### config.mk
export PLATFORM = sky130hd
export DESIGN_NAME = psvg_place
export DESIGN_NICKNAME = d
export VERILOG_FILES = /design/src/rtl/core/psvg_pkg.sv /design/src/rtl/core/psvg_place.sv
export SDC_FILE = /design/constraint.sdc
export NUM_CORES = 2
export LEC_CHECK = 0
export ABC_CLOCK_PERIOD_IN_PS = 7900
export BUFFER_PORTS_ARGS = -buffer_cell sky130_fd_sc_hd__buf_2
export CORE_UTILIZATION = 55
export DETAILED_ROUTE_END_ITERATION = 10
export GPL_TIMING_DRIVEN = 0
export PLACE_DENSITY = 0.74
export SYNTH_ARGS = -nofsm -noshare
export SYNTH_HDL_FRONTEND = slang
export SYNTH_SLANG_ARGS = --single-unit
### constraint.sdc
create_clock -name clk -period 7.9 [get_ports clk]
set_input_delay 0.395 -clock clk [delete_from_list [all_inputs] [get_ports clk]]
set_output_delay 0.395 -clock clk [all_outputs]
set_load 0.01 [all_outputs]
### src/rtl/core/psvg_pkg.sv
// Shared types, constants and helper functions for the polygon/star vertex generator.
`default_nettype none

package psvg_pkg;

    localparam int MAX_SIDES  = 32;
    localparam int COORD_W    = 14;
    localparam int IDX_W      = 5;
    localparam int SIDES_W    = 6;
    localparam int PCT_W      = 7;
    localparam int TRIG_W     = 17;

    // Configuration register indexes
    typedef enum logic [1:0] {
        REG_SIDE_COUNT = 2'd0,
        REG_STAR_DEPTH = 2'd1
    } cfg_reg_t;

    localparam logic [PCT_W-1:0] FULL_PERCENT = 7'd100;
    localparam logic [PCT_W-1:0] MIN_PERCENT  = 7'd20;

    // Phase arithmetic, 2^-32 turn units
    localparam logic [63:0] TURN         = 64'h1_0000_0000;
    localparam logic [31:0] QUARTER_TURN = 32'h4000_0000;

    // Q1.30 constants
    localparam logic [30:0] Q30_ONE     = 31'h4000_0000;
    localparam logic [30:0] HALF_PI_Q30 = 31'd1686629713;

    // Exact truncating division by a constant for values below 2^30:
    // floor(v / d) = (v * ceil(2^(30+l) / d)) >> (30+l), l = ceil(log2(d))
    localparam logic [30:0] RECIP_42 = 31'(((64'd1 << 36) + 64'd41) / 64'd42);
    localparam logic [30:0] RECIP_56 = 31'(((64'd1 << 36) + 64'd55) / 64'd56);
    localparam logic [30:0] RECIP_20 = 31'(((64'd1 << 35) + 64'd19) / 64'd20);
    localparam logic [30:0] RECIP_30 = 31'(((64'd1 << 35) + 64'd29) / 64'd30);
    localparam logic [30:0] RECIP_6  = 31'(((64'd1 << 33) + 64'd5) / 64'd6);
    localparam logic [30:0] RECIP_12 = 31'(((64'd1 << 34) + 64'd11) / 64'd12);

    // Coordinate placement: result = floor((N + 2^15*100) / (2^16*100))
    localparam logic [36:0] SUM_SCALE   = 37'd3276800;
    localparam logic [39:0] PLACE_ROUND = 40'd3276800;
    // floor(w / 100) for w below 2^22
    localparam logic [22:0] RECIP_100   = 23'(((64'd1 << 29) + 64'd99) / 64'd100);

    // One vertex travelling down the pipeline
    typedef struct packed {
        logic             valid;
        logic [IDX_W-1:0] idx;
        logic             last;
        logic [PCT_W-1:0] k;
    } tag_t;

    // Per-shape values, lane 0 is x, lane 1 is y
    typedef struct packed {
        logic [1:0][COORD_W-1:0] lo;
        logic [1:0][COORD_W-1:0] hi;
        logic [1:0][COORD_W-1:0] span;
        logic [1:0][COORD_W:0]   sum;
        logic                    rect;
    } item_t;

    // Phase step 2^32 / n as quotient and remainder
    typedef struct packed {
        logic [31:0] quo;
        logic [4:0]  rem;
    } step_t;

    function automatic logic [29:0] mul_shr(input logic [29:0] v, input logic [30:0] m,
                                            input int unsigned sh);
        logic [60:0] p;
        p = 61'(v) * 61'(m);
        return 30'(p >> sh);
    endfunction

    function automatic step_t step_for(input logic [SIDES_W-1:0] n);
        step_t s;
        case (n)
            6'd3:    s = '{quo: 32'(TURN / 3),  rem: 5'(TURN % 3)};
            6'd4:    s = '{quo: 32'(TURN / 4),  rem: 5'(TURN % 4)};
            6'd5:    s = '{quo: 32'(TURN / 5),  rem: 5'(TURN % 5)};
            6'd6:    s = '{quo: 32'(TURN / 6),  rem: 5'(TURN % 6)};
            6'd7:    s = '{quo: 32'(TURN / 7),  rem: 5'(TURN % 7)};
            6'd8:    s = '{quo: 32'(TURN / 8),  rem: 5'(TURN % 8)};
            6'd9:    s = '{quo: 32'(TURN / 9),  rem: 5'(TURN % 9)};
            6'd10:   s = '{quo: 32'(TURN / 10), rem: 5'(TURN % 10)};
            6'd11:   s = '{quo: 32'(TURN / 11), rem: 5'(TURN % 11)};
            6'd12:   s = '{quo: 32'(TURN / 12), rem: 5'(TURN % 12)};
            6'd13:   s = '{quo: 32'(TURN / 13), rem: 5'(TURN % 13)};
            6'd14:   s = '{quo: 32'(TURN / 14), rem: 5'(TURN % 14)};
            6'd15:   s = '{quo: 32'(TURN / 15), rem: 5'(TURN % 15)};
            6'd16:   s = '{quo: 32'(TURN / 16), rem: 5'(TURN % 16)};
            6'd17:   s = '{quo: 32'(TURN / 17), rem: 5'(TURN % 17)};
            6'd18:   s = '{quo: 32'(TURN / 18), rem: 5'(TURN % 18)};
            6'd19:   s = '{quo: 32'(TURN / 19), rem: 5'(TURN % 19)};
            6'd20:   s = '{quo: 32'(TURN / 20), rem: 5'(TURN % 20)};
            6'd21:   s = '{quo: 32'(TURN / 21), rem: 5'(TURN % 21)};
            6'd22:   s = '{quo: 32'(TURN / 22), rem: 5'(TURN % 22)};
            6'd23:   s = '{quo: 32'(TURN / 23), rem: 5'(TURN % 23)};
            6'd24:   s = '{quo: 32'(TURN / 24), rem: 5'(TURN % 24)};
            6'd25:   s = '{quo: 32'(TURN / 25), rem: 5'(TURN % 25)};
            6'd26:   s = '{quo: 32'(TURN / 26), rem: 5'(TURN % 26)};
            6'd27:   s = '{quo: 32'(TURN / 27), rem: 5'(TURN % 27)};
            6'd28:   s = '{quo: 32'(TURN / 28), rem: 5'(TURN % 28)};
            6'd29:   s = '{quo: 32'(TURN / 29), rem: 5'(TURN % 29)};
            6'd30:   s = '{quo: 32'(TURN / 30), rem: 5'(TURN % 30)};
            6'd31:   s = '{quo: 32'(TURN / 31), rem: 5'(TURN % 31)};
            6'd32:   s = '{quo: 32'(TURN / 32), rem: 5'(TURN % 32)};
            default: s = '{quo: 32'd0, rem: 5'd0};
        endcase
        return s;
    endfunction

endpackage

`default_nettype wire

### src/rtl/core/psvg_place.sv
// Coordinate placement pipeline: scale by radius and percentage, round, rectangle override.
`default_nettype none

module psvg_place import psvg_pkg::*; (
    input  logic                     clk,
    input  logic                     rst_n,
    input  tag_t                     tag_in,
    input  logic [1:0][TRIG_W-1:0]   trig_in,
    input  item_t                    item,
    output logic                     strobe,
    output logic [IDX_W-1:0]         vertex_number,
    output logic [COORD_W-1:0]       vertex_x,
    output logic [COORD_W-1:0]       vertex_y,
    output logic                     last_vertex
);

    tag_t                    tag_reg [3];
    logic signed [31:0]      tsp_reg  [2];
    logic signed [39:0]      prod_reg [2];
    logic [36:0]             base1_reg [2];
    logic [36:0]             base2_reg [2];
    logic [21:0]             w_reg [2];
    logic                    strobe_reg;
    logic [IDX_W-1:0]        number_reg;
    logic                    last_reg;
    logic [1:0][COORD_W-1:0] coord_reg;

    logic signed [31:0]      tsp_next  [2];
    logic [36:0]             base_next [2];
    logic signed [39:0]      prod_next [2];
    logic signed [40:0]      nsum      [2];
    logic [39:0]             npos      [2];
    logic [21:0]             w_next    [2];
    logic [44:0]             q_full    [2];
    logic [1:0][COORD_W-1:0] coord_next;
    logic                    x_high, y_high;

    always_comb
    begin
        x_high = tag_reg[2].idx[0] ^ tag_reg[2].idx[1];
        y_high = tag_reg[2].idx[1];
        for (int l = 0; l < 2; l++)
        begin
            tsp_next[l]  = 32'($signed(trig_in[l]) * $signed({1'b0, item.span[l]}));
            base_next[l] = 37'(item.sum[l]) * SUM_SCALE;
            prod_next[l] = 40'(tsp_reg[l] * $signed({1'b0, tag_reg[0].k}));
            nsum[l]      = $signed({4'b0000, base2_reg[l]}) + 41'(prod_reg[l]);
            npos[l]      = nsum[l][40] ? 40'd0 : nsum[l][39:0];
            w_next[l]    = 22'((npos[l] + PLACE_ROUND) >> 16);
            q_full[l]    = 45'(w_reg[l]) * 45'(RECIP_100);
        end
        // Rectangle corners go min/min, max/min, max/max, min/max
        if (item.rect)
        begin
            coord_next[0] = x_high ? item.hi[0] : item.lo[0];
            coord_next[1] = y_high ? item.hi[1] : item.lo[1];
        end
        else
        begin
            coord_next[0] = q_full[0][42:29];
            coord_next[1] = q_full[1][42:29];
        end
    end

    always_ff @(posedge clk or negedge rst_n)
    begin
        if (!rst_n)
        begin
            for (int j = 0; j < 3; j++)
                tag_reg[j] <= '0;
            strobe_reg <= 1'b0;
        end
        else
        begin
            tag_reg[0] <= tag_in;
            tag_reg[1] <= tag_reg[0];
            tag_reg[2] <= tag_reg[1];
            strobe_reg <= tag_reg[2].valid;
        end
    end

    always_ff @(posedge clk)
    begin
        for (int l = 0; l < 2; l++)
        begin
            tsp_reg[l]   <= tsp_next[l];
            base1_reg[l] <= base_next[l];
            prod_reg[l]  <= prod_next[l];
            base2_reg[l] <= base1_reg[l];
            w_reg[l]     <= w_next[l];
        end
        number_reg <= tag_reg[2].idx;
        last_reg   <= tag_reg[2].last;
        coord_reg  <= coord_next;
    end

    assign strobe        = strobe_reg;
    assign vertex_number = number_reg;
    assign last_vertex   = last_reg;
    assign vertex_x      = coord_reg[0];
    assign vertex_y      = coord_reg[1];

endmodule

`default_nettype wire

==> impl_metrics.ini <==
[detailed_routing]
drt-vias-per-instance = 5.264
drtIter0Drc = 2251
drt_wl_total_um = 141200
avgRoutedWirePerCell_um = 17.46
vias = 42560
dr.pass1.iters = 5
drc = 0
ant_nets = 0

[synthesis]
synth.distinct_cells = 91
syn-num-nets = 8569
yosysTopAreaCellShare = 0.3842
synthArstFlopShare = 0.09699
synth.area.top_cells = fa_1, ha_1, inv_1
synth_edf_count = 0
synthFlopType = dfxtp_1
ys_seq_elements = 299
yosysSeqAreaShare = 0.1009
netlist_instances = 6333
synth_warnings = 0
synth_area_um2 = 60760
yosysTopAreaCell = fa_1
avgSynthCellArea_um2 = 9.594

[sta]
worst_slew_pin_slew_ns = 0.9648
relSlewSlack = 0.3521
slew_violations = 0
finalClockSkew_ns = 0.02803
rsz0062_at_grt = false
setup_tns_ns = 0
fmax_mhz = 140.7
hold_viol_final = 23
fin_crit_ns = 7.109
fin_crit_sh = 0.8999
hold_ws_ns = -0.02025
setup_viol = 0

[die]
core_area_um2 = 109200
die_x_um = 334.4
die-area_um2 = 111800
die_h_um = 334.4
start_util = 0.5566
io-pin-count = 200
fp-row-count = 121

[critical_path]
cp_data_arrival_time_ns = 7.52
endpoint_kind = register
path_class = input port to register
rr_worst_depth = 22
reg2reg_to = vertex_y[5]
path_max_fanout = 10
reg2reg_from = w_reg[0][36]
start_kind = input port
crit_required_ns = 8.31
reg2reg_setup_slack_ns = 0.85

[cts]
clock_path_buffers = 3
htreeDepth = 2
root_buffer = clkbuf_16
clk_pin_slew_ns = 0.06
cts-hold-fix-buffers = 19
cts_resized = 0
cts_buffers = 36
clkSinkCount = 299
clock_latency_ns = 0.57
cts_setup_buffers = 0
cts_tree = done

[status]
status = finished, violations left
violations = hold timing

[grt]
grt.overflow.total = 0
grt_max_degree = 30
antenna_found_initial = 5
track_usage = 0.2629
grt_pass1_wl_um = 234400
grt_pass1_vias = 46210

[min_path]
min_path_type = input port to async pin

[final_layout]
largest_register_ff_count = 64
layout_commonest_cell = inv_1
diodes = 0
final_util = 0.5950
layout-drive-gt1-share = 0.04600
mostFrequentLayoutCells = inv_1, fa_1, ha_1
nets = 8818
syn_to_final_growth_pct = 6.895

[place]
dp_hpwl_um = 121500
io_buffers = 192
gp_congestion = 0.9560

[flow_run]
maxCapViolCount = 0
[critical path, cell delays in order]
cell and delay [ns]:
clkbuf_1 0.40, clkbuf_1 0.52, nand2_1 0.20, fa_1 0.61, fa_1 0.45, fa_1 0.55
inv_1 0.05, fa_1 0.47, fa_1 0.49, inv_1 0.05, fa_1 0.56, inv_1 0.06
ha_1 0.35, nand4_1 0.13, inv_1 0.05, a311oi_1 0.53, o21ai_1 0.32, a41oi_1 0.37
a21oi_1 0.11, a21oi_1 0.28, o21ai_0 0.16, xor2_1 0.38
[worst max path at each step]
stage / from / end / slack, ns / depth (start not counted)
6_report: item[37] / tsp_reg[0][30] / 0.79 / 22
5_1_grt: w_reg[0][36] / vertex_y[5] / 0.45 / 22
4_1_cts: w_reg[0][32] / vertex_y[11] / 0.82 / 20
3_5_place_dp: item[37] / tsp_reg[0][30] / 0.27 / 22
3_3_place_gp: item[38] / tsp_reg[0][30] / 0.36 / 22
2_1_floorplan: item[51] / tsp_reg[0][63] / 1.59 / 23
[cells in the mapped netlist, types with 4 or more instances]
| cell type | number |
|---|---|
| a2111o_1 | 5 |
| a211o_1 | 8 |
| a211oi_1 | 24 |
| a21o_1 | 95 |
| a21oi_1 | 170 |
| a311oi_1 | 5 |
| a31o_2 | 5 |
| a31oi_1 | 22 |
| and2_1 | 550 |
| and3_1 | 21 |
| and4_1 | 7 |
| clkbuf_1 | 132 |
| dfrtp_1 | 29 |
| dfxtp_1 | 270 |
| fa_1 | 1166 |
| ha_1 | 905 |
| inv_1 | 1574 |
| mux2_2 | 5 |
| mux2i_1 | 16 |
| nand2_1 | 471 |
| nand2b_1 | 36 |
| nand3_1 | 46 |
| nand3b_1 | 4 |
| nand4_1 | 33 |
| nor2_1 | 120 |
| nor2b_1 | 37 |
| nor3_1 | 41 |
| nor3b_1 | 6 |
| nor4_1 | 9 |
| o2111ai_1 | 8 |
| o211ai_1 | 17 |
| o21a_1 | 28 |
| o21ai_0 | 80 |
| o21ai_1 | 6 |
| o21bai_1 | 26 |
| o311ai_0 | 5 |
| o31a_1 | 8 |
| o31ai_1 | 6 |
| or2_2 | 10 |
| or3_1 | 16 |
| xnor2_1 | 162 |
| xor2_1 | 72 |
[cell families (layout without fill, tap and decap cells)]
kind of cell | count (synthesis) | after routing | share of synthesized area
muxes | 21 | 21 | 0.003563
DFF | 299 | 299 | 0.1009
AOI/OAI and AO/OA | 569 | 569 | 0.06273
and+or+nand+nor | 1426 | 1426 | 0.1223
xor gates and xnor gates | 235 | 235 | 0.03400
adders and majority gates | 2071 | 2071 | 0.5706
buffers and inverters | 1712 | 1988 | 0.1060
[routing by layer]
metal,part of all wire,GRT usage,vias to the layer above
met1,0.42,0.3390,21080
met2,0.49,0.4592,1318
met3,0.060,0.03299,284
li1,-,-,19890
met4,0.032,0.08150,0
met5,0,0,-
[through the flow]
stage | worst slack, ns | instance area, µm² | cells | hold WS, ns
final | 0.7905 | 64940 | 8085 | -0.02025
after global routing | 0.4472 | 64940 | 8085 | 0.02184
after CTS | 0.8161 | 64940 | 8085 | 0.0005377
after detailed placement | 0.2708 | 63560 | 8001 | 0.3121
after global placement | 0.3553 | 63560 | 8001 | 0.3107
after floorplan | 1.592 | 60760 | 6333 | 0.09941
[layout make-up]
cell class | count | area [µm²]
Buffer | 138 | 529.3
Clock buffer | 45 | 964.7
Clock inverter | 20 | 226.5
Fill cell | 9177 | 44210
Inverter | 1574 | 5908
Multi-Input combinational cell | 4322 | 48190
Sequential cell | 299 | 6131
Tap cell | 1476 | 1847
Timing Repair Buffer | 211 | 1151
Power is left out: the tool's default activity adds up to more than one toggle a clock period on the data nets, which glitch-free logic cannot reach.
