## config.mk

```make
export PLATFORM = sky130hd
export DESIGN_NAME = psvg_seq
export DESIGN_NICKNAME = d
export VERILOG_FILES = /design/src/rtl/core/psvg_pkg.sv /design/src/rtl/core/psvg_seq.sv
export SDC_FILE = /design/constraint.sdc
export NUM_CORES = 1
export LEC_CHECK = 0
export ABC_AREA = 1
export ABC_CLOCK_PERIOD_IN_PS = 6200
export BUFFER_PORTS_ARGS = -buffer_cell sky130_fd_sc_hd__clkbuf_2
export CAP_MARGIN = 20
export CORE_MARGIN = 2
export CORE_UTILIZATION = 40
export CTS_CLUSTER_DIAMETER = 80
export CTS_CLUSTER_SIZE = 28
export DETAILED_ROUTE_END_ITERATION = 6
export PLACE_DENSITY_LB_ADDON = 0.3
export SYNTH_ARGS = -nofsm -noshare
export SYNTH_HDL_FRONTEND = slang
export SYNTH_SLANG_ARGS = --single-unit
```

## constraint.sdc

```tcl
create_clock -name clk -period 6.2 [get_ports clk]
set_input_delay 1.24 -clock clk [delete_from_list [all_inputs] [get_ports clk]]
set_output_delay 1.24 -clock clk [all_outputs]
set_load 0.01 [all_outputs]
```

## src/rtl/core/psvg_pkg.sv

```systemverilog
// Shared types, constants and helper functions for the polygon/star vertex generator.
`default_nettype none

package psvg_pkg;

    localparam int MAX_SIDES  = 32;
    localparam int COORD_W    = 14;
    localparam int IDX_W      = 5;
    localparam int SIDES_W    = 6;
    localparam int PCT_W      = 7;
    localparam int TRIG_W     = 17;

    // Configuration register indexes
    typedef enum logic [1:0] {
        REG_SIDE_COUNT = 2'd0,
        REG_STAR_DEPTH = 2'd1
    } cfg_reg_t;

    localparam logic [PCT_W-1:0] FULL_PERCENT = 7'd100;
    localparam logic [PCT_W-1:0] MIN_PERCENT  = 7'd20;

    // Phase arithmetic, 2^-32 turn units
    localparam logic [63:0] TURN         = 64'h1_0000_0000;
    localparam logic [31:0] QUARTER_TURN = 32'h4000_0000;

    // Q1.30 constants
    localparam logic [30:0] Q30_ONE     = 31'h4000_0000;
    localparam logic [30:0] HALF_PI_Q30 = 31'd1686629713;

    // Exact truncating division by a constant for values below 2^30:
    // floor(v / d) = (v * ceil(2^(30+l) / d)) >> (30+l), l = ceil(log2(d))
    localparam logic [30:0] RECIP_42 = 31'(((64'd1 << 36) + 64'd41) / 64'd42);
    localparam logic [30:0] RECIP_56 = 31'(((64'd1 << 36) + 64'd55) / 64'd56);
    localparam logic [30:0] RECIP_20 = 31'(((64'd1 << 35) + 64'd19) / 64'd20);
    localparam logic [30:0] RECIP_30 = 31'(((64'd1 << 35) + 64'd29) / 64'd30);
    localparam logic [30:0] RECIP_6  = 31'(((64'd1 << 33) + 64'd5) / 64'd6);
    localparam logic [30:0] RECIP_12 = 31'(((64'd1 << 34) + 64'd11) / 64'd12);

    // Coordinate placement: result = floor((N + 2^15*100) / (2^16*100))
    localparam logic [36:0] SUM_SCALE   = 37'd3276800;
    localparam logic [39:0] PLACE_ROUND = 40'd3276800;
    // floor(w / 100) for w below 2^22
    localparam logic [22:0] RECIP_100   = 23'(((64'd1 << 29) + 64'd99) / 64'd100);

    // One vertex travelling down the pipeline
    typedef struct packed {
        logic             valid;
        logic [IDX_W-1:0] idx;
        logic             last;
        logic [PCT_W-1:0] k;
    } tag_t;

    // Per-shape values, lane 0 is x, lane 1 is y
    typedef struct packed {
        logic [1:0][COORD_W-1:0] lo;
        logic [1:0][COORD_W-1:0] hi;
        logic [1:0][COORD_W-1:0] span;
        logic [1:0][COORD_W:0]   sum;
        logic                    rect;
    } item_t;

    // Phase step 2^32 / n as quotient and remainder
    typedef struct packed {
        logic [31:0] quo;
        logic [4:0]  rem;
    } step_t;

    function automatic logic [29:0] mul_shr(input logic [29:0] v, input logic [30:0] m,
                                            input int unsigned sh);
        logic [60:0] p;
        p = 61'(v) * 61'(m);
        return 30'(p >> sh);
    endfunction

    function automatic step_t step_for(input logic [SIDES_W-1:0] n);
        step_t s;
        case (n)
            6'd3:    s = '{quo: 32'(TURN / 3),  rem: 5'(TURN % 3)};
            6'd4:    s = '{quo: 32'(TURN / 4),  rem: 5'(TURN % 4)};
            6'd5:    s = '{quo: 32'(TURN / 5),  rem: 5'(TURN % 5)};
            6'd6:    s = '{quo: 32'(TURN / 6),  rem: 5'(TURN % 6)};
            6'd7:    s = '{quo: 32'(TURN / 7),  rem: 5'(TURN % 7)};
            6'd8:    s = '{quo: 32'(TURN / 8),  rem: 5'(TURN % 8)};
            6'd9:    s = '{quo: 32'(TURN / 9),  rem: 5'(TURN % 9)};
            6'd10:   s = '{quo: 32'(TURN / 10), rem: 5'(TURN % 10)};
            6'd11:   s = '{quo: 32'(TURN / 11), rem: 5'(TURN % 11)};
            6'd12:   s = '{quo: 32'(TURN / 12), rem: 5'(TURN % 12)};
            6'd13:   s = '{quo: 32'(TURN / 13), rem: 5'(TURN % 13)};
            6'd14:   s = '{quo: 32'(TURN / 14), rem: 5'(TURN % 14)};
            6'd15:   s = '{quo: 32'(TURN / 15), rem: 5'(TURN % 15)};
            6'd16:   s = '{quo: 32'(TURN / 16), rem: 5'(TURN % 16)};
            6'd17:   s = '{quo: 32'(TURN / 17), rem: 5'(TURN % 17)};
            6'd18:   s = '{quo: 32'(TURN / 18), rem: 5'(TURN % 18)};
            6'd19:   s = '{quo: 32'(TURN / 19), rem: 5'(TURN % 19)};
            6'd20:   s = '{quo: 32'(TURN / 20), rem: 5'(TURN % 20)};
            6'd21:   s = '{quo: 32'(TURN / 21), rem: 5'(TURN % 21)};
            6'd22:   s = '{quo: 32'(TURN / 22), rem: 5'(TURN % 22)};
            6'd23:   s = '{quo: 32'(TURN / 23), rem: 5'(TURN % 23)};
            6'd24:   s = '{quo: 32'(TURN / 24), rem: 5'(TURN % 24)};
            6'd25:   s = '{quo: 32'(TURN / 25), rem: 5'(TURN % 25)};
            6'd26:   s = '{quo: 32'(TURN / 26), rem: 5'(TURN % 26)};
            6'd27:   s = '{quo: 32'(TURN / 27), rem: 5'(TURN % 27)};
            6'd28:   s = '{quo: 32'(TURN / 28), rem: 5'(TURN % 28)};
            6'd29:   s = '{quo: 32'(TURN / 29), rem: 5'(TURN % 29)};
            6'd30:   s = '{quo: 32'(TURN / 30), rem: 5'(TURN % 30)};
            6'd31:   s = '{quo: 32'(TURN / 31), rem: 5'(TURN % 31)};
            6'd32:   s = '{quo: 32'(TURN / 32), rem: 5'(TURN % 32)};
            default: s = '{quo: 32'd0, rem: 5'd0};
        endcase
        return s;
    endfunction

endpackage

`default_nettype wire

```

## src/rtl/core/psvg_seq.sv

```systemverilog
// Configuration registers, command intake and per-vertex phase sequencer.
`default_nettype none

module psvg_seq import psvg_pkg::*; (
    input  logic                 clk,
    input  logic                 rst_n,
    input  logic                 start,
    output logic                 busy,
    input  logic [COORD_W-1:0]   corner_a_x,
    input  logic [COORD_W-1:0]   corner_a_y,
    input  logic [COORD_W-1:0]   corner_b_x,
    input  logic [COORD_W-1:0]   corner_b_y,
    input  logic                 cfg_valid,
    output logic                 cfg_ready,
    input  logic [1:0]           cfg_index,
    input  logic [PCT_W-1:0]     cfg_data,
    input  logic                 done,
    output logic [31:0]          phase,
    output tag_t                 tag,
    output item_t                item
);

    logic [SIDES_W-1:0] side_count_reg;
    logic [PCT_W-1:0]   depth_reg;
    logic               busy_reg, busy_next;
    logic               issue_reg, issue_next;
    logic [IDX_W-1:0]   idx_reg, idx_next;
    logic [31:0]        acc_q_reg, acc_q_next;
    logic [SIDES_W-1:0] acc_r_reg, acc_r_next;
    logic [SIDES_W-1:0] n_reg;
    logic [PCT_W-1:0]   k_odd_reg;
    logic [31:0]        quo_reg;
    logic [4:0]         rem_reg;
    item_t              item_reg, item_next;

    logic               accept;
    logic               last;
    logic [SIDES_W-1:0] n_sat;
    logic [PCT_W-1:0]   k_odd;
    step_t              step_in;
    logic [SIDES_W-1:0] r_sum;
    logic               wrap;
    logic [1:0][COORD_W-1:0] a_in, b_in;

    assign accept    = start && !busy_reg;
    assign busy      = busy_reg;
    assign cfg_ready = !busy_reg;
    assign last      = ({1'b0, idx_reg} == (n_reg - 6'd1));

    assign a_in = {corner_a_y, corner_a_x};
    assign b_in = {corner_b_y, corner_b_x};

    always_comb
    begin
        if (side_count_reg < 6'd3)
            n_sat = 6'd3;
        else if (side_count_reg > SIDES_W'(MAX_SIDES))
            n_sat = SIDES_W'(MAX_SIDES);
        else
            n_sat = side_count_reg;

        if (n_sat > 6'd4 && depth_reg < FULL_PERCENT)
            k_odd = (depth_reg < MIN_PERCENT) ? MIN_PERCENT : depth_reg;
        else
            k_odd = FULL_PERCENT;

        step_in = step_for(n_sat);

        for (int l = 0; l < 2; l++)
        begin
            item_next.lo[l]   = (a_in[l] < b_in[l]) ? a_in[l] : b_in[l];
            item_next.hi[l]   = (a_in[l] < b_in[l]) ? b_in[l] : a_in[l];
            item_next.span[l] = item_next.hi[l] - item_next.lo[l];
            item_next.sum[l]  = {1'b0, a_in[l]} + {1'b0, b_in[l]};
        end
        item_next.rect = (n_sat == 6'd4) && (depth_reg == FULL_PERCENT);
    end

    // Running division: acc_q*n + acc_r = i*2^32 + floor(n/2)
    always_comb
    begin
        r_sum = acc_r_reg + {1'b0, rem_reg};
        wrap  = (r_sum >= n_reg);

        busy_next  = busy_reg;
        issue_next = issue_reg;
        idx_next   = idx_reg;
        acc_q_next = acc_q_reg;
        acc_r_next = acc_r_reg;

        if (accept)
        begin
            busy_next  = 1'b1;
            issue_next = 1'b1;
            idx_next   = '0;
            acc_q_next = '0;
            acc_r_next = n_sat >> 1;
        end
        else
        begin
            if (done)
                busy_next = 1'b0;
            if (issue_reg)
            begin
                idx_next   = idx_reg + 5'd1;
                acc_q_next = acc_q_reg + quo_reg + {31'd0, wrap};
                acc_r_next = wrap ? (r_sum - n_reg) : r_sum;
                if (last)
                    issue_next = 1'b0;
            end
        end
    end

    always_ff @(posedge clk or negedge rst_n)
    begin
        if (!rst_n)
        begin
            side_count_reg <= 6'd4;
            depth_reg      <= FULL_PERCENT;
            busy_reg       <= 1'b0;
            issue_reg      <= 1'b0;
            idx_reg        <= '0;
            acc_q_reg      <= '0;
            acc_r_reg      <= '0;
        end
        else
        begin
            if (cfg_valid && cfg_ready)
            begin
                case (cfg_reg_t'(cfg_index))
                    REG_SIDE_COUNT: side_count_reg <= cfg_data[SIDES_W-1:0];
                    REG_STAR_DEPTH: depth_reg      <= cfg_data;
                    default: ;
                endcase
            end
            busy_reg  <= busy_next;
            issue_reg <= issue_next;
            idx_reg   <= idx_next;
            acc_q_reg <= acc_q_next;
            acc_r_reg <= acc_r_next;
        end
    end

    // Per-shape values, loaded on command acceptance
    always_ff @(posedge clk)
    begin
        if (accept)
        begin
            n_reg     <= n_sat;
            k_odd_reg <= k_odd;
            quo_reg   <= step_in.quo;
            rem_reg   <= step_in.rem;
            item_reg  <= item_next;
        end
    end

    assign phase     = acc_q_reg - QUARTER_TURN;
    assign tag.valid = issue_reg;
    assign tag.idx   = idx_reg;
    assign tag.last  = last;
    assign tag.k     = idx_reg[0] ? k_odd_reg : FULL_PERCENT;
    assign item      = item_reg;

endmodule

`default_nettype wire

```

==> results.txt, run 1 <==
----------------------------------------------------
[Clocking]
  Htree depth ... 1
  Hold-fix buffers at CTS ... 0
  Number of cells upsized or downsized after cts ... 0
  Total clock buffers created by CTS ... 17
  Clock latency of the later-clocked register in the worst-skew pair ... roughly 530 ps
  Post-CTS setup-driven buffer insertion count ... 0
  Longest Clk Path Bufs ... 3
  Clock tree root driver cell ... clkbuf_16
  Post-CTS clock slew at the launch and capture registers of the worst setup and hold paths ... roughly 90 ps
  Clk sink count ... between 200 and 250
  TritonCTS clock tree ... built

[Yosys]
  Leading register cell type out of synthesis ... edfxtp_1
  Gate count after technology mapping ... 1,841
  Async S/R FF share, synth ... 0.264
  Post-synthesis sequential element count ... 220
  Synthesized area ... 15,400 um2
  Synth Area in Adders ... 0.102
  Multiplexer share of the synthesized area ... 0
  Share of synthesized area occupied by flip-flops and latches ... 0.410
  Synthesized-area fraction occupied by xor and xnor cells ... 0.0318
  Compound-cell area share of the yosys netlist ... 0.130
  Synth unique cells ... 55
  Synthesized area per cell ... 8.38 um2
  Largest family of logic cells by synthesized area ... simple AND/OR/NAND/NOR gates
  Post-synthesis share of cell area spent on and, or, nand and nor gates ... 0.222
  Number of synthesized flops with an enable pin ... 162
  Count of synthesis-stage warnings from yosys ... 0
  Net Count, Synth ... 2,033

[Final layout]
  Ratio of cells with drive above 1 in the final layout ... 0.202
  Fin nets ... around 2,200
  Diode count ... 0
  Sequential cell area ... 6320 um2
  Final non-filler cell total ... 2,536
  Final cell area excluding filler cells ... 17,200 um2
  Area of combinational cells with multiple inputs ... 7500 um2
  Signed area change from the synthesized netlist to the final layout ... 11.8%
  Flip-flop count of the largest register, all copies and words added ... about 110
  Commonest cells after routing, fill and taps aside ... nand2_1 (438), inv_1 (234), clkbuf_2 (232), edfxtp_1 (162)
  Most frequent standard cell in the layout excluding fill and tap cells ... nand2_1
  Number of filler instances in the final layout ... 3,761

[Timing]
  Remaining max-slew budget at the tightest pin ... 0.351
  Count of final setup violators ... 0
  Final count of hold timing violations ... 0
  Setup TNS Final ... 0 ps
  Tcrit/Tclk final ... 0.809
  Fmax achieved ... 199 MHz
  Worst Max-Slew Pin Slew ... 971 ps
  Final Max Slew Viols ... 0
  Worst Skew ... just over 20 ps
  Post-layout min period ... between 5000 and 6000 ps
  RSZ-0062 raised after global routing ... no

[Global route]
  Global-route wire length before repair ... 66,200 um
  Remaining global-route overflow ... 0
  Vias in the first global route ... roughly 13,000
  Total global-route track usage ... 0.203
  Pin count of the biggest net entering global routing ... 75
  Antenna violations before repair ... 0

[Critical path]
  Worst Path Required ... 6600 ps
  Slack of the worst reg-to-reg path ... about 1200 ps
  Slowest cell on crit path ... o21ai_0
  Crit path launch type ... register
  Series of cell instances along the critical path ... ha_1 -> nand2_1 -> nor2_1 -> a211oi_1 -> nor2_1 -> nor2_1 -> inv_1 -> a21oi_1 -> xor2_1 -> ha_1 -> nand2_1 -> a21oi_1 -> a211oi_1 -> nand3_1 -> inv_1 -> fa_1 -> fa_1 -> o21ai_0 -> a21oi_1 -> o31ai_1 -> a21oi_1 -> o21ai_0 -> nand2_1
  Critical path type ... register to register
  Crit. Startpoint ... acc_r_reg[2]
  Worst reg2reg path startpoint ... acc_r_reg[2]
  Critical path data arrival time ... 5420 ps
  Largest stage delay on the critical path ... 590 ps
  CP max FO ... 9
  Crit end category ... register
  CP dominant cell by count ... a21oi_1

[Placement]
  Instance count after placement with tap cells included ... roughly 2,500
  Placer Congestion ... 0.929
  Port Buffer Count ... approximately 230
  Post-DP Area ... 16,600 um2
  DP Wirelength ... 31,900 um

[Floorplan]
  Die height ... 200 um
  Site row count ... 71
  Core area ... 37,800 um2
  Die area ... 40,100 um2
  Initial Utilization ... 0.408
  Count of boundary I/O pins ... 233
  Die Wd ... about 200 um

[Detailed routing]
  Iteration-0 DRC count of the detailed router ... 790
  Vias per cell ... 5.04
  Initial DRT Pass Iterations ... 5
  Final routed wirelength across all metal layers ... around 40,000 um
  Final routed wire length divided by cell count ... 16.2 um
  Antenna Violating Nets Remaining ... 0
  Post-route DRC violation count ... 0
  Count of vias placed by the detailed router ... between 10,000 and 15,000

[Outcome]
  Outcome ... finished, final reports clean

[Power]
  VDD IR max ... ~0.00027 V
  Switching Share ... 0.452
  Combinational power share ... 0.494
  Internal power summed over all cells ... approximately 3.7 mW
  Switching power summed over all nets ... 3.05 mW
  Areal power density over the cells ... 392 nW/um2
  Total power ... about 6.8 mW
  Share of power burned in registers ... 0.329
  Share of power burned in the clock network ... 0.177
  Leakage component of the power ... 8.42 nW

[Min path]
  Hold Path Origin ... depth_reg[6]
  Hold Crit Class ... register to register

[Run]
  Total of max-cap violations ... 0

----------------------------------------------------
## per-stage QoR
| step | util | hold WS, ps | setup slack, ps |
|---|---|---|---|
| after global placement | 0.440 | 468 | 1330 |
| final | 0.456 | 491 | 1180 |
| after CTS | 0.456 | 492 | 1170 |
| after detailed placement | 0.440 | 475 | 1200 |
| after global routing | 0.456 | 510 | 682 |
| after floorplan | - | 452 | 1470 |
## worst max-delay path, delay by kind of cell (launching register included)
kind | cells | cell delay (ps)
xor+xnor | 1 | 110
flops | 1 | 390
compound gates | 9 | 1990
fa+ha+maj | 4 | 1550
simple gates | 7 | 660
buf+inv | 2 | 220
## path summary, 6_finish.rpt
check                                 to  cells past startpoint
max in group asynchronous  acc_q_reg[21]                      2
min                         depth_reg[6]                      2
max reg2reg                acc_q_reg[16]                     23
min in group asynchronous   depth_reg[1]                      2
max                        acc_q_reg[16]                     23
min reg2reg                 depth_reg[6]                      2
## cell type report
cell class              count  share of cell area
multi-input cells        1280               0.435
flip-flops and latches    220               0.367
repair buffers            240              0.0708
inverters                 256              0.0560
well taps                 511              0.0371
clock buffers              17              0.0247
clock inverters            12              0.0100
## per-layer routing
| layer | global-route usage | wire (um) |
|---|---|---|
| met1 | 0.267 | 18100 |
| met2 | 0.344 | 19400 |
| met3 | 0.0358 | 2510 |
| met4 | 0.0566 | 1030 |
| met5 | 0 | 0 |
## logic make-up (layout without fill, tap and decap cells)
| kind of cell | after synthesis | count (layout) |
|---|---|---|
| xor+xnor | 56 | 56 |
| flops | 220 | 220 |
| simple gates | 764 | 764 |
| buf+inv | 341 | 525 |
| fa+ha+maj | 122 | 122 |
| compound gates | 338 | 338 |
## power groups by stage
stage	Combinational [mW]	Sequential, mW	Clock (mW)
detailed placement	3.33	2.26	0
CTS	3.34	2.23	1.23
global placement	3.28	2.26	0
floorplan	2.49	2.22	0
finish	3.34	2.23	1.19
global route	3.79	2.27	1.29
## synth_stat cells (5+ instances only)
master | number | area share
nor2_1 | 102 | 0.025
ha_1 | 116 | 0.094
or2_2 | 10 | 0.0041
edfxtp_1 | 162 | 0.32
nor3_1 | 18 | 0.0058
fa_1 | 6 | 0.0078
nand3b_1 | 10 | 0.0049
o211ai_1 | 9 | 0.0044
nand2_4 | 13 | 0.0095
a21oi_2 | 7 | 0.0040
nand2_1 | 438 | 0.11
nor4_1 | 11 | 0.0045
nand3_1 | 90 | 0.029
buf_2 | 7 | 0.0023
xnor2_1 | 7 | 0.0040
a31oi_1 | 7 | 0.0028
nand4_1 | 11 | 0.0045
nand2_2 | 41 | 0.017
inv_1 | 235 | 0.057
xor2_1 | 49 | 0.028
nor2_2 | 5 | 0.0020
o31ai_1 | 8 | 0.0039
clkbuf_1 | 18 | 0.0044
a21oi_1 | 116 | 0.038
buf_6 | 15 | 0.011
a211oi_1 | 9 | 0.0044
buf_4 | 41 | 0.020
nand3_2 | 9 | 0.0058
dfrtp_1 | 54 | 0.088
o21ai_0 | 107 | 0.035
inv_2 | 18 | 0.0044
a21o_1 | 6 | 0.0029
o21ai_2 | 23 | 0.013
o21ai_1 | 17 | 0.0055
(Power assumes the default switching activity.)
==> run 2, diff against run 1 <==
- ABC_CLOCK_PERIOD_IN_PS: 6200 -> 4200
- clock period: 6.2 -> 4.2 ns (I/O delays scaled with it)
==> run 2 against run 1 <==
  * Highest routed layer unchanged
  * Critical endpoint is now acc_q_reg[26]
  * Register-to-register slack got worse by 1200 ps
  * Power grew 55%
  * Die area stayed put
  * The flow now finishes with violations (setup timing)
==> results.txt, run 2 (synthesized netlist as in run 1, its figures left out) <==
----------------------------------------------------
[Final layout]
  Final design utilization ... 0.468
  Commonest cells after routing, fill and taps aside ... nand2_1 (431), inv_1 (232), clkbuf_2 (232), edfxtp_1 (162), ha_1 (115)
  Flip-flop count of the largest register, all copies and words added ... 113
  Fin nets ... 2,245
  Ratio of cells with drive above 1 in the final layout ... 0.231
  Most frequent standard cell in the layout excluding fill and tap cells ... nand2_1
  Signed area change from the synthesized netlist to the final layout ... 14.7%
  Diode count ... 0
  Final non-filler cell total ... 2,574

[Clocking]
  Total clock buffers created by CTS ... 17
  Clock tree root driver cell ... clkbuf_16
  Htree depth ... 1
  Longest Clk Path Bufs ... 3
  TritonCTS clock tree ... built
  Clk sink count ... 220
  Post-CTS clock slew at the launch and capture registers of the worst setup and hold paths ... 110 ps
  Hold-fix buffers at CTS ... 0
  Clock latency of the later-clocked register in the worst-skew pair ... 530 ps

[Timing]
  Post-layout worst setup margin ... -9.06 ps
  Tcrit/Tclk final ... 1.00
  Fin Hold WS ... around 360 ps
  Remaining max-slew budget at the tightest pin ... 0.257
  Worst Max-Slew Pin Slew ... 1100 ps
  Post-layout min period ... 4210 ps
  RSZ-0062 raised after global routing ... yes
  Final Max Slew Viols ... 0
  Worst Skew ... 28.2 ps
  Setup TNS Final ... -9.06 ps
  Count of final setup violators ... 1
  Final count of hold timing violations ... 0
  Fmax achieved ... 238 MHz

[Critical path]
  Critical path data arrival time ... 4600 ps
  Worst Path Required ... 4590 ps
  CP max FO ... 4
  Critical path type ... register to register
  Crit end category ... register
  Crit path launch type ... register

[Power]
  Switching Share ... 0.443
  Internal power summed over all cells ... 5.85 mW
  Share of power burned in registers ... 0.312
  Areal power density over the cells ... 594 nW/um2
  VDD IR max ... 0.000304 V
  Share of power burned in the clock network ... 0.171
  Combinational power share ... 0.516
  Switching power summed over all nets ... around 4.7 mW
  Leakage component of the power ... around 8.6 nW

[Placement]
  Instance count after placement with tap cells included ... 2,537
  DP Wirelength ... 32,500 um
  Port Buffer Count ... between 200 and 250
  Placement-stage worst setup slack ... -159 ps
  Placer Congestion ... 0.896

[Detailed routing]
  Post-route DRC violation count ... 0
  Iteration-0 DRC count of the detailed router ... around 820
  Final routed wire length divided by cell count ... 16.1 um
  Antenna Violating Nets Remaining ... 0
  Initial DRT Pass Iterations ... 5
  Wire length on met3 ... roughly 2200 um
  Vias per cell ... 5.03
  Uppermost layer routed ... met4
  Count of vias placed by the detailed router ... 13,000
  Final routed wirelength across all metal layers ... ~42,000 um
  Met2 wirelength from detailed routing ... 19,700 um
  Met1 Routed Length ... 18,700 um

[Floorplan]
  Core area ... roughly 38,000 um2
  Initial Utilization ... 0.408
  Die Wd ... between 200 and 250 um
  Die area ... 40,100 um2
  Count of boundary I/O pins ... 233
  Die height ... roughly 200 um
  Site row count ... between 70 and 80

[Global route]
  Global-route wire length before repair ... 67,000 um
  Total global-route track usage ... 0.204
  Remaining global-route overflow ... 0
  Vias in the first global route ... 12,700
  Pin count of the biggest net entering global routing ... 77
  Antenna violations before repair ... 0

[Outcome]
  Failing checks ... setup timing
  Outcome ... finished, violations left

[Min path]
  Hold Crit Class ... input port to asynchronous set/reset pin

[Run]
  Total of max-cap violations ... 0

----------------------------------------------------
run 2: timing repair:
action,CTS,global route
gates resized for setup,4,47
setup buffers,1,7
endpoints found under the setup margin,9,24
pin swaps,1,30
run 2: stage by stage:
stage	cell area [um2]	total power, mW
floorplan	15400	6.95
global placement	16900	8.37
detailed placement	16900	8.42
CTS	17500	10.3
global route	17700	11.4
finish	17700	10.5
run 2: layout make-up:
cell class,instances,area [um2]
Clock buffer,18,429
Clock inverter,11,171
Fill cell,3747,20100
Inverter,256,966
Multi-Input combinational cell,1280,7650
Sequential cell,220,6320
Tap cell,511,639
Timing Repair Buffer,278,1530
run 2: metal layers:
metal	global-route usage	vias up
li1	-	6520
met1	0.272	6069
met2	0.347	318
met3	0.0306	53
met4	0.0524	0
met5	0	-
run 2: power by group through the flow:
stage / Sequential (mW) / Combinational [mW] / Clock (mW)
after floorplan: 3.28 / 3.67 / 0
after global placement: 3.32 / 5.06 / 0
after detailed placement: 3.33 / 5.10 / 0
after CTS: 3.28 / 5.14 / 1.87
after global routing: 3.34 / 6.12 / 1.94
final: 3.28 / 5.43 / 1.80
run 2: critical path, stage by stage (launching register included):
cell and delay [ps]:
edfxtp_1 400, ha_1 310, nand2_1 60, nor2_1 40
a211oi_2 230, buf_4 150, buf_4 90, xor2_1 140
inv_1 70, ha_1 340, nand2_1 110, a21oi_2 170
a211oi_2 70, nand3_2 90, inv_2 50, fa_2 370
fa_2 400, o211ai_1 260, nand2_1 160, nand2_2 110
nand3_2 80, nand2_4 110, nand2_2 60, nand2_2 60
nand2_1 50, nand2_1 60, o21ai_1 60
run 2: worst paths after layout:
| path | start | end | slack (ps) | cells past startpoint |
|---|---|---|---|---|
| worst max register to register | rem_reg[1] | acc_q_reg[26] | -9 | 26 |
| min in group clk | depth_reg[6] | depth_reg[6] | 490 | 2 |
| worst min register to register | depth_reg[6] | depth_reg[6] | 490 | 2 |
| max in group asynchronous | rst_n | acc_q_reg[25] | 2870 | 2 |
| worst max-delay path | rem_reg[1] | acc_q_reg[26] | -9 | 26 |
| worst min-delay path | rst_n | issue_reg | 360 | 1 |
==> run 3, diff against run 2 <==
- ABC_AREA: 1 -> default
==> run 3 against run 2 <==
  * The run still ends with setup timing left
  * Combinational power increased by 6.3%
  * First-iteration DRC count increased by 5.1%
  * Area after synthesis decreased by 2.1%
  * Routed wire length increased by 0.32%
  * Largest power group unchanged
  * Flip-flop and latch count unchanged
  * Synthesized cell count decreased by 13%
  * Critical endpoint is now acc_q_reg[5]
  * Sequential power about the same
  * Critical path depth increased by 1
  * Final cell count decreased by 6.9%
  * Setup slack got worse by 230 ps
==> results.txt, run 3 <==
----------------------------------------------------
[Yosys]
  Synthesized area per cell ... 9.44 um2
  Post-synthesis sequential element count ... between 200 and 250
  Top cell types by occurrence after synthesis ... edfxtp_1 (162), nand2_1 (153), o21ai_0 (141)
  Area share of the largest cell type after synthesis ... 0.322
  Gate count after technology mapping ... around 1,600
  Leading register cell type out of synthesis ... edfxtp_1
  Net Count, Synth ... between 1,500 and 2,000
  Synth unique cells ... roughly 90
  Synthesized area ... between 15,000 and 20,000 um2
  Share of synthesized area occupied by flip-flops and latches ... 0.419
  Count leader, synth ... edfxtp_1
  Yosys top cell by area ... edfxtp_1
  Number of synthesized flops with an enable pin ... about 160
  Count of synthesis-stage warnings from yosys ... 0
  Ranking of synthesized cells by area ... edfxtp_1 (32%), ha_1 (9.6%), dfrtp_1 (8.9%)
  Async S/R FF share, synth ... 0.264

[Placement]
  Placer Congestion ... around 0.91
  Port Buffer Count ... 232
  DP Wirelength ... 30,800 um
  Post-DP Area ... 17,200 um2
  Placement-stage worst setup slack ... -249 ps

[Detailed routing]
  Iteration-0 DRC count of the detailed router ... 858
  Initial DRT Pass Iterations ... 5
  Count of vias placed by the detailed router ... between 10,000 and 15,000
  Vias per cell ... about 5.3
  Antenna Violating Nets Remaining ... 0
  Final routed wirelength across all metal layers ... 41,700 um
  Final routed wire length divided by cell count ... 17.4 um
  Post-route DRC violation count ... 0

[Floorplan]
  Count of boundary I/O pins ... 233
  Die area ... 39,300 um2
  Core area ... 37,400 um2
  Site row count ... 71
  Die Wd ... 198 um
  Initial Utilization ... 0.404
  Die height ... 198 um

[Clocking]
  Htree depth ... 1
  Longest Clk Path Bufs ... 3
  Total clock buffers created by CTS ... 19
  Clk sink count ... 220
  TritonCTS clock tree ... built
  Hold-fix buffers at CTS ... 0
  Clock tree root driver cell ... clkbuf_16
  Post-CTS clock slew at the launch and capture registers of the worst setup and hold paths ... 90 ps
  Clock latency of the later-clocked register in the worst-skew pair ... 520 ps

[Final layout]
  Signed area change from the synthesized netlist to the final layout ... 20.2%
  Flip-flop count of the largest register, all copies and words added ... 113
  Diode count ... 0
  Number of filler instances in the final layout ... around 3,500
  Fin nets ... 2,066
  Commonest cells after routing, fill and taps aside ... clkbuf_2 (232), edfxtp_1 (162), nand2_1 (153), o21ai_0 (133), buf_4 (129)
  Most frequent standard cell in the layout excluding fill and tap cells ... clkbuf_2
  Ratio of cells with drive above 1 in the final layout ... 0.252
  Final cell area excluding filler cells ... 18,100 um2

[Timing]
  Fin Hold WS ... 360 ps
  Post-layout min period ... 4440 ps
  Worst Skew ... ~17 ps
  Remaining max-slew budget at the tightest pin ... 0.507
  Count of final setup violators ... 18
  Final Max Slew Viols ... 0
  Worst Max-Slew Pin Slew ... 740 ps
  Post-layout worst setup margin ... -243 ps
  RSZ-0062 raised after global routing ... yes
  Final count of hold timing violations ... 0
  Setup TNS Final ... -2070 ps
  Tcrit/Tclk final ... 1.06
  Fmax achieved ... 225 MHz

[Critical path]
  Crit path launch type ... register
  Worst Path Required ... 4570 ps
  Crit end category ... register
  Reg2Reg Depth ... 27
  Critical path data arrival time ... 4810 ps
  CP max FO ... 2
  Critical path type ... register to register

[Global route]
  Antenna violations before repair ... 0
  Pin count of the biggest net entering global routing ... 104
  Global-route wire length before repair ... 65,400 um
  Vias in the first global route ... 12,300
  Total global-route track usage ... 0.208
  Remaining global-route overflow ... 0

[Min path]
  Hold Crit Class ... input port to asynchronous set/reset pin

[Outcome]
  Failing checks ... setup timing
  Outcome ... finished, violations left

[Power]
  Areal power density over the cells ... ~600 nW/um2
  VDD IR max ... 0.000384 V
  Leakage component of the power ... 8.00 nW

[Run]
  Total of max-cap violations ... 0

----------------------------------------------------
[run 3: worst paths after layout]
path,slack [ps],from,endpoint
max,-240,acc_r_reg[0],acc_q_reg[5]
min,360,rst_n,idx_reg[2]
max reg2reg,-240,acc_r_reg[0],acc_q_reg[5]
min reg2reg,540,depth_reg[0],depth_reg[0]
max in group asynchronous,2920,rst_n,acc_q_reg[13]
min in group clk,500,done,busy
[run 3: cells by family after synthesis]
| group | synth area share |
|---|---|
| AO/OA/AOI/OAI | 0.189 |
| XOR/XNOR | 0.0487 |
| adder cells (fa/ha/maj) | 0.105 |
| buffers and inverters | 0.0657 |
| flip-flops | 0.419 |
| multiplexers | 0.0214 |
| AND/OR/NAND/NOR | 0.151 |
[run 3: layout make-up]
cell class | count | area (um2) | share of cell area
multi-input combinational | 1161 | 7960 | 0.438
tap | 511 | 639 | 0.0352
clock inverter | 14 | 158 | 0.00869
inverter | 108 | 413 | 0.0228
timing repair buffer | 364 | 2180 | 0.120
sequential | 220 | 6320 | 0.348
clock buffer | 19 | 475 | 0.0262
[run 3: critical path: stages, from the launching register on]
cell and delay, ps:
dfrtp_1 360, ha_2 190, inv_2 40, fa_2 520
inv_2 40, fa_2 340, a21o_1 180, a21oi_2 160
nand2_1 70, a21o_1 180, a21oi_2 200, fa_2 270
nor2b_2 50, o211ai_1 220, buf_4 160, buf_4 100
buf_4 90, buf_4 90, buf_4 90, buf_4 90
buf_4 90, buf_4 90, buf_4 90, nand3_1 90
a211oi_2 210, nor3_1 80, a21oi_1 120, nor2_1 50
[run 3: layer usage]
metal / part of all wire / track usage
met1: 0.44 / 0.276
met5: 0 / 0
met4: 0.026 / 0.0643
met3: 0.056 / 0.0295
met2: 0.48 / 0.350
[run 3: per-stage QoR]
step           total power, mW  utilization  std cells
2_1_floorplan             7.19            -       1599
3_3_place_gp              8.62        0.461       2344
3_5_place_dp              8.72        0.461       2344
4_1_cts                   10.7        0.481       2389
5_1_grt                   11.7        0.485       2397
6_report                  10.9        0.485       2397
[run 3: what timing repair did]
action / CTS / global route
setup buffers: 12 / 8
endpoints found under the setup margin: 17 / 27
resized for setup: 7 / 25
pin swaps: 11 / 19
[run 3: where the power goes]
part | switching, mW | internal, mW | leakage, nW | total (mW)
logic | 3.24 | 2.54 | 5.44 | 5.77
clock network | 0.896 | 0.932 | 0.308 | 1.83
registers | 0.357 | 2.94 | 2.25 | 3.30
total | 4.49 | 6.41 | 8.00 | 10.9
